$ cat config.mk
export PLATFORM = sky130hd
export DESIGN_NAME = thr_div
export DESIGN_NICKNAME = d
export VERILOG_FILES = /design/src/rtl/thr_pkg.sv /design/src/rtl/thr_div.sv
export SDC_FILE = /design/constraint.sdc
export NUM_CORES = 1
export LEC_CHECK = 0
export ABC_CLOCK_PERIOD_IN_PS = 5300
export BUFFER_PORTS_ARGS = -buffer_cell sky130_fd_sc_hd__buf_2
export CAP_MARGIN = 20
export CORE_ASPECT_RATIO = 0.9
export CORE_MARGIN = 5
export CORE_UTILIZATION = 41
export CTS_CLUSTER_DIAMETER = 200
export DETAILED_ROUTE_END_ITERATION = 10
export PLACE_DENSITY = 0.66
export SYNTH_ARGS = -nofsm -noshare
export SYNTH_HDL_FRONTEND = slang
export SYNTH_SLANG_ARGS = --single-unit
$ cat constraint.sdc
create_clock -name clk -period 5.3 [get_ports clk]
set_clock_uncertainty 0.05 [all_clocks]
set_input_delay 1.06 -clock clk [delete_from_list [all_inputs] [get_ports clk]]
set_output_delay 1.06 -clock clk [all_outputs]
set_load 0.1 [all_outputs]
$ cat src/rtl/thr_pkg.sv
// Shared types and constants for the timestamped history ring.
// Used by thr_div and timestamped_history_ring; depends on nothing else.
package thr_pkg;

    // Field widths of the stream items and of the working values
    localparam int TS_W      = 48;
    localparam int SCORE_W   = 8;
    localparam int CNT_W     = 7;
    localparam int DUR_W     = 16;
    localparam int RES_W     = 16;
    localparam int CMD_W     = 2;
    localparam int SPAN_W    = 26;
    localparam int IN_DATA_W = 128;

    // Bit positions of the fields inside the input tdata
    localparam int SCORE_LSB = 0;
    localparam int TS_LSB    = SCORE_LSB + SCORE_W;
    localparam int REQ_LSB   = TS_LSB + TS_W;
    localparam int DUR_LSB   = REQ_LSB + CNT_W;
    localparam int NOW_LSB   = DUR_LSB + DUR_W;

    // Command codes carried in the input tuser
    localparam logic [CMD_W-1:0] CMD_PUSH     = 2'd0;
    localparam logic [CMD_W-1:0] CMD_LATEST   = 2'd1;
    localparam logic [CMD_W-1:0] CMD_RESAMPLE = 2'd2;

    // Fixed numbers of the behaviour
    localparam int                 MAX_POINTS    = 64;
    localparam int                 MS_PER_S      = 1000;
    localparam logic [SCORE_W-1:0] DEFAULT_SCORE = 8'd100;
    localparam logic [RES_W-1:0]   RES_RESET     = 16'd1000;

    // One slot of the history memory
    typedef struct packed {
        logic [SCORE_W-1:0] score;
        logic [TS_W-1:0]    stamp;
    } slot_t;

    // Status and result of the span divider
    typedef struct packed {
        logic              done;
        logic [SPAN_W-1:0] quot;
        logic [CNT_W-1:0]  rem;
    } div_res_t;

endpackage

$ cat src/rtl/thr_div.sv
// Iterative restoring divider for the resample step size (span / count).
// One quotient bit per cycle; depends on thr_pkg.
module thr_div (
    input  logic                      clk,
    input  logic                      rst_n,
    input  logic                      start,
    input  logic [thr_pkg::SPAN_W-1:0] dividend,
    input  logic [thr_pkg::CNT_W-1:0]  divisor,
    output thr_pkg::div_res_t         res
);

    localparam int STEP_W = $clog2(thr_pkg::SPAN_W + 1);

    logic [thr_pkg::SPAN_W-1:0] quot_reg;
    logic [thr_pkg::CNT_W-1:0]  rem_reg;
    logic [thr_pkg::CNT_W-1:0]  divisor_reg;
    logic [STEP_W-1:0]          step_reg;
    logic                       done_reg;

    logic [thr_pkg::CNT_W:0]    rem_shift;
    logic                       fits;
    logic [thr_pkg::CNT_W-1:0]  rem_next;
    logic [thr_pkg::SPAN_W-1:0] quot_next;

    // Shift in the next dividend bit and try to subtract the divisor.
    always_comb
    begin
        rem_shift = {rem_reg, quot_reg[thr_pkg::SPAN_W-1]};
        fits      = rem_shift >= {1'b0, divisor_reg};
        rem_next  = fits ? thr_pkg::CNT_W'(rem_shift - {1'b0, divisor_reg})
                         : rem_shift[thr_pkg::CNT_W-1:0];
        quot_next = {quot_reg[thr_pkg::SPAN_W-2:0], fits};
    end

    // Step counter and completion pulse.
    always_ff @(posedge clk or negedge rst_n)
    begin
        if (!rst_n)
        begin
            step_reg <= '0;
            done_reg <= 1'b0;
        end
        else
        begin
            done_reg <= 1'b0;
            if (start)
            begin
                step_reg <= STEP_W'(thr_pkg::SPAN_W);
            end
            else if (step_reg != '0)
            begin
                step_reg <= step_reg - STEP_W'(1);
                done_reg <= (step_reg == STEP_W'(1));
            end
        end
    end

    // Quotient and remainder registers.
    always_ff @(posedge clk)
    begin
        if (start)
        begin
            quot_reg    <= dividend;
            rem_reg     <= '0;
            divisor_reg <= divisor;
        end
        else if (step_reg != '0)
        begin
            quot_reg <= quot_next;
            rem_reg  <= rem_next;
        end
    end

    assign res.done = done_reg;
    assign res.quot = quot_reg;
    assign res.rem  = rem_reg;

endmodule

==> summary.md, run 1 <==
| Metric | Value |
|---|---|
| Status | complete, no violations |
| Crit-path slowest cell | inv_1 |
| Core Area | 5630 sq um |
| Root buffer cell | clkbuf_8 |
| GRT Overall Usage | 14.1% |
| Antenna viol nets, final | 0 |
| Die area | 7360 sq um |
| Antenna Cells | 0 |
| Synth top area cells | edfxtp_1 42%, mux2_2 12%, dfrtp_1 6.4%, dfxtp_1 6.0%, ha_1 4.8% |
| Synth warn | 0 |
| Hold violation count in the final report | 0 |
| Asr flop ratio synth | 13.0% |
| Fin crit share | 57.2% |
| Total of max-cap violations | 0 |
| DR vias | 1674 |
| Pre-CTS WS | 1.88 ns |
| Post-Syn Instances | 186 |
| Req. time, crit path | 5.17 ns |
| Setup slack after layout | 2.27 ns |
| CTS tree | yes |
| Nets | 299 |
| H-tree Lvls | 2 |
| Worst rel slew slack | 35.3% |
| Arr. time, crit path | 2.90 ns |
| Clock transition at path regs | 0.08 ns |
| FF+latch count, synth | 46 |
| Max FFs per register | 26 |
| Detailed Routing Iterations Pass 1 | 4 |
| CTS buffer count | 5 |
| WL final | 4950 microns |
| CTS Buffer Depth | 2 |
| Worst-path cell chain | buf_2 -> nor3_1 -> and2_1 -> inv_1 |
| Period minus WS final | 3.03 ns |
| Crit end category | flip-flop |
| Postcts setup bufs | 0 |
| CP Launch Type | input port |
| Prevailing post-synth register cell | edfxtp_1 |
| Tightest Pin Transition | 0.969 ns |
| Critical path class | in -> reg |
| Drt wl/cell | 15.3 microns |
| CTS Sinks | 46 |
| Area leader, netlist | edfxtp_1 |
| Placed cells | 316 |
| Die width | 89.9 microns |
| Setup TNS | 0 ns |
| I/O pins | 70 |
| Area Overhead vs Synth | 21.1% |
| Post-synth EDFFs | 33 |
| Number of global-route vias before repair | 1708 |
| Worst skew pair latency | 0.29 ns |
| Layout cells sized above 1 | 43.7% |
| Synthesized area per cell | 12.7 sq um |
| Most frequent cells in the layout | 69 x buf_2, 33 x edfxtp_1, 26 x mux2_2 |
| Slowest Stage Delay on Critical Path | 0.75 ns |
| Syn_nets | 232 |
| GP Congestion | 0.769 |
| Synth unique cells | 45 |
| Max IR drop VDD | 0.301 mV |
| Grt total ovfl | 0 |
| Site row count | 26 |
| Sequential fraction of the synthesis area | 54.4% |
| Area of the mapped netlist | 2350 sq um |
| Initial core utilization | 41.8% |
| Post-CTS Hold Buffers | 0 |
| Final HPWL DP | 3700 microns |
| Most common cell after layout, fill and taps aside | buf_2 |
| Largest net degree at the start of global routing | 40 |
| Initial antenna violation count | 0 |
| DRC Markers | 0 |
| Final Core Density | 50.6% |
| Port-buffer cells | 69 |
| Vias per cell | 5.17 |
| Final Max Tran Viols | 0 |
| Fmax | 330 MHz |
| Die Y-Extent | 81.9 microns |
| First-pass GRT wire length | 8200 microns |
| 1st-iter DRT viols | 162 |
| Yosys top cell area share | 42.1% |
| CP Max Fanout | 39 |
| Pleak | 1.21 nW |
| Final non-filler cell total | 324 |
| RSZ-0062 raised after global routing | false |
| Post_cts resized | 0 |
| Pwr/cell area | 432 nW/um^2 |
| Worst Hold Class | reg -> reg |
| Finish-stage setup viols | 0 |
## routing by layer
metal | global-route usage [%] | wire, microns | up-vias | share of wire (%)
met3 | 3.21 | 279 | 7 | 5.6
met1 | 18.8 | 2280 | 797 | 46
li1 | - | - | 821 | -
met2 | 22.4 | 2320 | 49 | 47
met4 | 5.80 | 77 | 0 | 1.6
met5 | 0 | 0 | - | 0
## worst max-delay path: cells and delay by family
family	cells	cell delay (ns)
buffers and inverters	2	1.39
AND/OR/NAND/NOR	2	0.43
## worst paths after layout
kind	slack (ns)	endpoint	startpoint	cells past startpoint
max in group asynchronous	4.50	step_reg[4]$_DFFE_PN0P_	rst_n	1
min in group asynchronous	0.54	step_reg[1]$_DFFE_PN0P_	rst_n	1
worst min register to register	0.46	rem_reg[6]$_SDFFE_PP0P_	rem_reg[6]$_SDFFE_PP0P_	2
worst max-delay path	2.27	quot_reg[25]$_DFFE_PP_	start	4
worst max register to register	2.86	quot_reg[0]$_DFFE_PP_	quot_reg[25]$_DFFE_PP_	8
worst min-delay path	0.46	rem_reg[6]$_SDFFE_PP0P_	rem_reg[6]$_SDFFE_PP0P_	2
## report_power, final
group / total, W / internal, W / switching [W]
Sequential: 0.000466 / 0.000435 / 0.0000310
Clock: 0.000253 / 0.000141 / 0.000113
Combinational: 0.000513 / 0.000121 / 0.000392
Total: 0.00123 / 0.000697 / 0.000536
## kinds of logic after synthesis
group | count (synthesis) | share of synthesized area [%]
flip-flops | 46 | 54.4
AND/OR/NAND/NOR | 41 | 9.20
AO/OA/AOI/OAI | 38 | 13.3
multiplexers | 26 | 12.4
buffers and inverters | 23 | 4.20
adder cells (fa/ha/maj) | 10 | 5.64
XOR/XNOR | 2 | 0.744
## synth_stat cells (all sizes together) (3+ instances only)
cell type  number
dfrtp           6
mux2           26
buf             6
nand2          13
nand2b          7
inv            14
nor2            7
o21ai           7
clkbuf          3
a21oi           6
edfxtp         33
o211ai          9
dfxtp           7
nor2b           4
ha              9
o311ai          4
## area by class of cell
type	instances	area [sq um]
multi-input cells	117	973
clock inverters	2	37.5
repair buffers	69	345
inverters	14	52.6
clock buffers	6	72.6
flip-flops and latches	46	1280
fillers	505	2780
well taps	70	87.6
## per-stage QoR
stage | total power [W] | hold WS (ns) | instance area, sq um
2_1_floorplan | 0.000901 | 0.453 | 2350
3_3_place_gp | 0.000984 | 0.448 | 2740
3_5_place_dp | 0.000985 | 0.450 | 2740
4_1_cts | 0.00124 | 0.462 | 2850
5_1_grt | 0.00129 | 0.493 | 2850
6_report | 0.00123 | 0.461 | 2850
Power figures use the tool's default switching activity.
==> run 2: changes to the inputs <==
ABC_CLOCK_PERIOD_IN_PS = 2800   (was 5300)
clock period = 2.8 ns   (was 5.3 ns; I/O delays follow)
==> run 2 against run 1 <==
Against the previous run:
- first-iteration DRC count is 25% lower
- highest routed layer unchanged
- register-to-register slack worse by 2.4 ns
- global-route usage is 0.26 points higher
- largest cell class unchanged
- clock-buffer cell count is 1 lower
- largest power group unchanged
- wire length is 0.67% higher
- critical path depth is 4 higher
- clock power is 60% higher
- die area stayed put
==> summary.md, run 2 (same netlist as run 1, synthesis figures left out) <==
| Metric | Value |
|---|---|
| Status | complete, no violations |
| Placed cell area | 2790 sq um (+1.6%) |
| CTS tree | yes |
| Most common cell after layout, fill and taps aside | buf_2 |
| Pwr/cell area | 786 nW/um^2 (+82%) |
| Die width | 89.9 microns (unchanged) |
| Final Cell Area | 2880 sq um (+0.88%) |
| CTS Sinks | 46 (unchanged) |
| Pleak | 1.23 nW (+1.6%) |
| Final HPWL DP | 3910 microns (+5.5%) |
| 1st-iter DRT viols | 121 (-25%) |
| Psw | 0.00103 W (+92%) |
| Hold Slack | 0.0178 ns (-0.443 ns) |
| CTS Buffer Depth | 2 (unchanged) |
| Internal power | 0.00123 W (+77%) |
| CTS buffer count | 5 (unchanged) |
| I/O pins | 70 (unchanged) |
| Finish-stage setup viols | 0 (unchanged) |
| Critical path class | reg -> reg |
| DRC Markers | 0 (unchanged) |
| Fmax | 421 MHz |
| RSZ-0062 raised after global routing | false |
| CP Max Fanout | 8 (-79%) |
| Met1 GRT Util | 18.0% (-0.83 points) |
| Layout cells sized above 1 | 45.8% (+2.1 points) |
| Port-buffer cells | 69 (unchanged) |
| WL final | 4990 microns (+0.67%) |
| Clock network power share | 17.9% (-2.7 points) |
| CP bufs+invs | 1 (-1) |
| First-pass GRT wire length | 8460 microns (+3.2%) |
| FF-to-FF Start | quot_reg[25]$_DFFE_PP_ |
| Antenna Cells | 0 (unchanged) |
| Crit-path slowest cell | fa_1 |
| Largest net degree at the start of global routing | 18 (-55%) |
| CP Launch Type | flip-flop |
| Drt wl/cell | 15.1 microns (-1.2%) |
| Reg-to-reg slack, setup | 0.43 ns (-2.43 ns) |
| Die Y-Extent | 81.9 microns (unchanged) |
| Die area | 7360 sq um (unchanged) |
| Post-CTS Hold Buffers | 0 (unchanged) |
| Slowest Stage Delay on Critical Path | 0.38 ns (-0.37 ns) |
| GP Congestion | 0.776 (+0.98%) |
| Hold violation count in the final report | 0 (unchanged) |
| Total of max-cap violations | 0 (unchanged) |
| R2R depth | 8 (unchanged) |
| Period minus WS final | 2.37 ns |
| Area Overhead vs Synth | 22.2% |
| Root buffer cell | clkbuf_8 |
| Fin crit share | 84.7% |
| Max IR drop VDD | 0.496 mV (+65%) |
| Register share of total power | 39.0% (+1.2 points) |
| M3 GR Usage | 4.58% (+1.4 points) |
| Switching part of the total | 45.5% (+2.1 points) |
| Site row count | 26 (unchanged) |
| Number of inserted filler cells in the final layout | 530 (+5.0%) |
| Reg-to-reg endpoint | quot_reg[0]$_DFFE_PP_ |
| Antenna viol nets, final | 0 (unchanged) |
| Pre-CTS WS | 0.454 ns (-1.43 ns) |
| Number of global-route vias before repair | 1774 (+3.9%) |
| Crit end category | flip-flop |
| Cell family with the largest share of critical-path delay | adder cells |
| Arr. time, crit path | 2.50 ns (-0.40 ns) |
| Detailed Routing Iterations Pass 1 | 4 (unchanged) |
| Worst skew pair latency | 0.30 ns (about the same) |
| Most Crowded Layer GR | met2 |
| Req. time, crit path | 2.93 ns (-2.24 ns) |
| Core Area | 5630 sq um (unchanged) |
| Final Max Tran Viols | 0 (unchanged) |
| Met2 Use GR | 23.3% (+0.88 points) |
| Max FFs per register | 26 (unchanged) |
| Vias per cell | 5.18 (+0.18%) |
| Setup TNS | 0 ns (unchanged) |
| Worst rel slew slack | 67.1% (+32 points) |
| Tightest Pin Transition | 0.497 ns (-0.471 ns) |
| Clock transition at path regs | 0.09 ns (about the same) |
| Postcts setup bufs | 0 (unchanged) |
| GRT Overall Usage | 14.4% (+0.26 points) |
| Nets | 305 (+2.0%) |
| Worst Hold Class | in -> async |
| Grt total ovfl | 0 (unchanged) |
| CP Depth | 8 (+4) |
| Comb pwr share | 43.1% (+1.5 points) |
| H-tree Lvls | 2 (unchanged) |
| Post_cts resized | 0 (unchanged) |
| DR vias | 1708 (+2.0%) |
| Worst-path cell chain | inv_2 -> ha_1 -> fa_1 -> nand2b_2 -> o2bb2ai_2 -> a31oi_4 -> or2_1 -> mux2_2 |
| Initial antenna violation count | 0 (unchanged) |
| Initial core utilization | 41.8% (unchanged) |
| Most frequent cells in the layout | 69 x buf_2, 33 x edfxtp_1, 26 x mux2_2 |
| Setup slack after layout | 0.427 ns (-1.84 ns) |
[run 2: changes by cell type in the layout (fill, tap and decap cells not counted), sizes merged]
cell,before,now
clkbuf,6,5
clkinv,0,2
bufinv,1,0
buf,69,75
[run 2: worst reg2reg max path, stage by stage (launching register included)]
cell and delay (ns):
edfxtp_1 0.37, inv_2 0.05, ha_1 0.21, fa_1 0.38
nand2b_2 0.23, o2bb2ai_2 0.16, a31oi_4 0.23, or2_1 0.35
mux2_2 0.22
[run 2: how the worst max path moves through the flow]
stage,from,endpoint
after floorplan,rem_reg[0]$_SDFFE_PP0P_,quot_reg[0]$_DFFE_PP_
after global placement,quot_reg[25]$_DFFE_PP_,quot_reg[0]$_DFFE_PP_
after detailed placement,quot_reg[25]$_DFFE_PP_,quot_reg[0]$_DFFE_PP_
after CTS,quot_reg[25]$_DFFE_PP_,quot_reg[0]$_DFFE_PP_
after global routing,quot_reg[25]$_DFFE_PP_,quot_reg[0]$_DFFE_PP_
final,quot_reg[25]$_DFFE_PP_,quot_reg[0]$_DFFE_PP_
[run 2: power groups by stage]
stage / clock, W / combinational (W) / sequential (W)
4_1_cts: 0.000414 / 0.000975 / 0.000883
3_5_place_dp: 0 / 0.000973 / 0.000897
5_1_grt: 0.000441 / 0.00103 / 0.000897
6_report: 0.000405 / 0.000973 / 0.000882
3_3_place_gp: 0 / 0.000968 / 0.000895
2_1_floorplan: 0 / 0.000324 / 0.00138
[run 2: cell type report]
class                   instances  area [sq um]  share of cell area [%]
clock buffers                   5          68.8                    2.39
clock inverters                 3          21.3                   0.740
inverters                      14          52.6                    1.83
multi-input cells             117           973                    33.9
flip-flops and latches         46          1280                    44.6
well taps                      70          87.6                    3.05
repair buffers                 75           390                    13.6
[run 2: per-layer routing]
layer | routed length, microns | up-vias
met2 | 2310 | 55
li1 | - | 836
met5 | 0 | -
met3 | 422 | 7
met1 | 2180 | 810
met4 | 76 | 0
[run 2: stage by stage]
stage | cells | power (W) | util (%)
after floorplan | 186 | 0.00171 | -
after global placement | 322 | 0.00186 | 49.5
after detailed placement | 322 | 0.00187 | 49.5
after CTS | 330 | 0.00227 | 51.1
after global routing | 330 | 0.00236 | 51.1
final | 330 | 0.00226 | 51.1
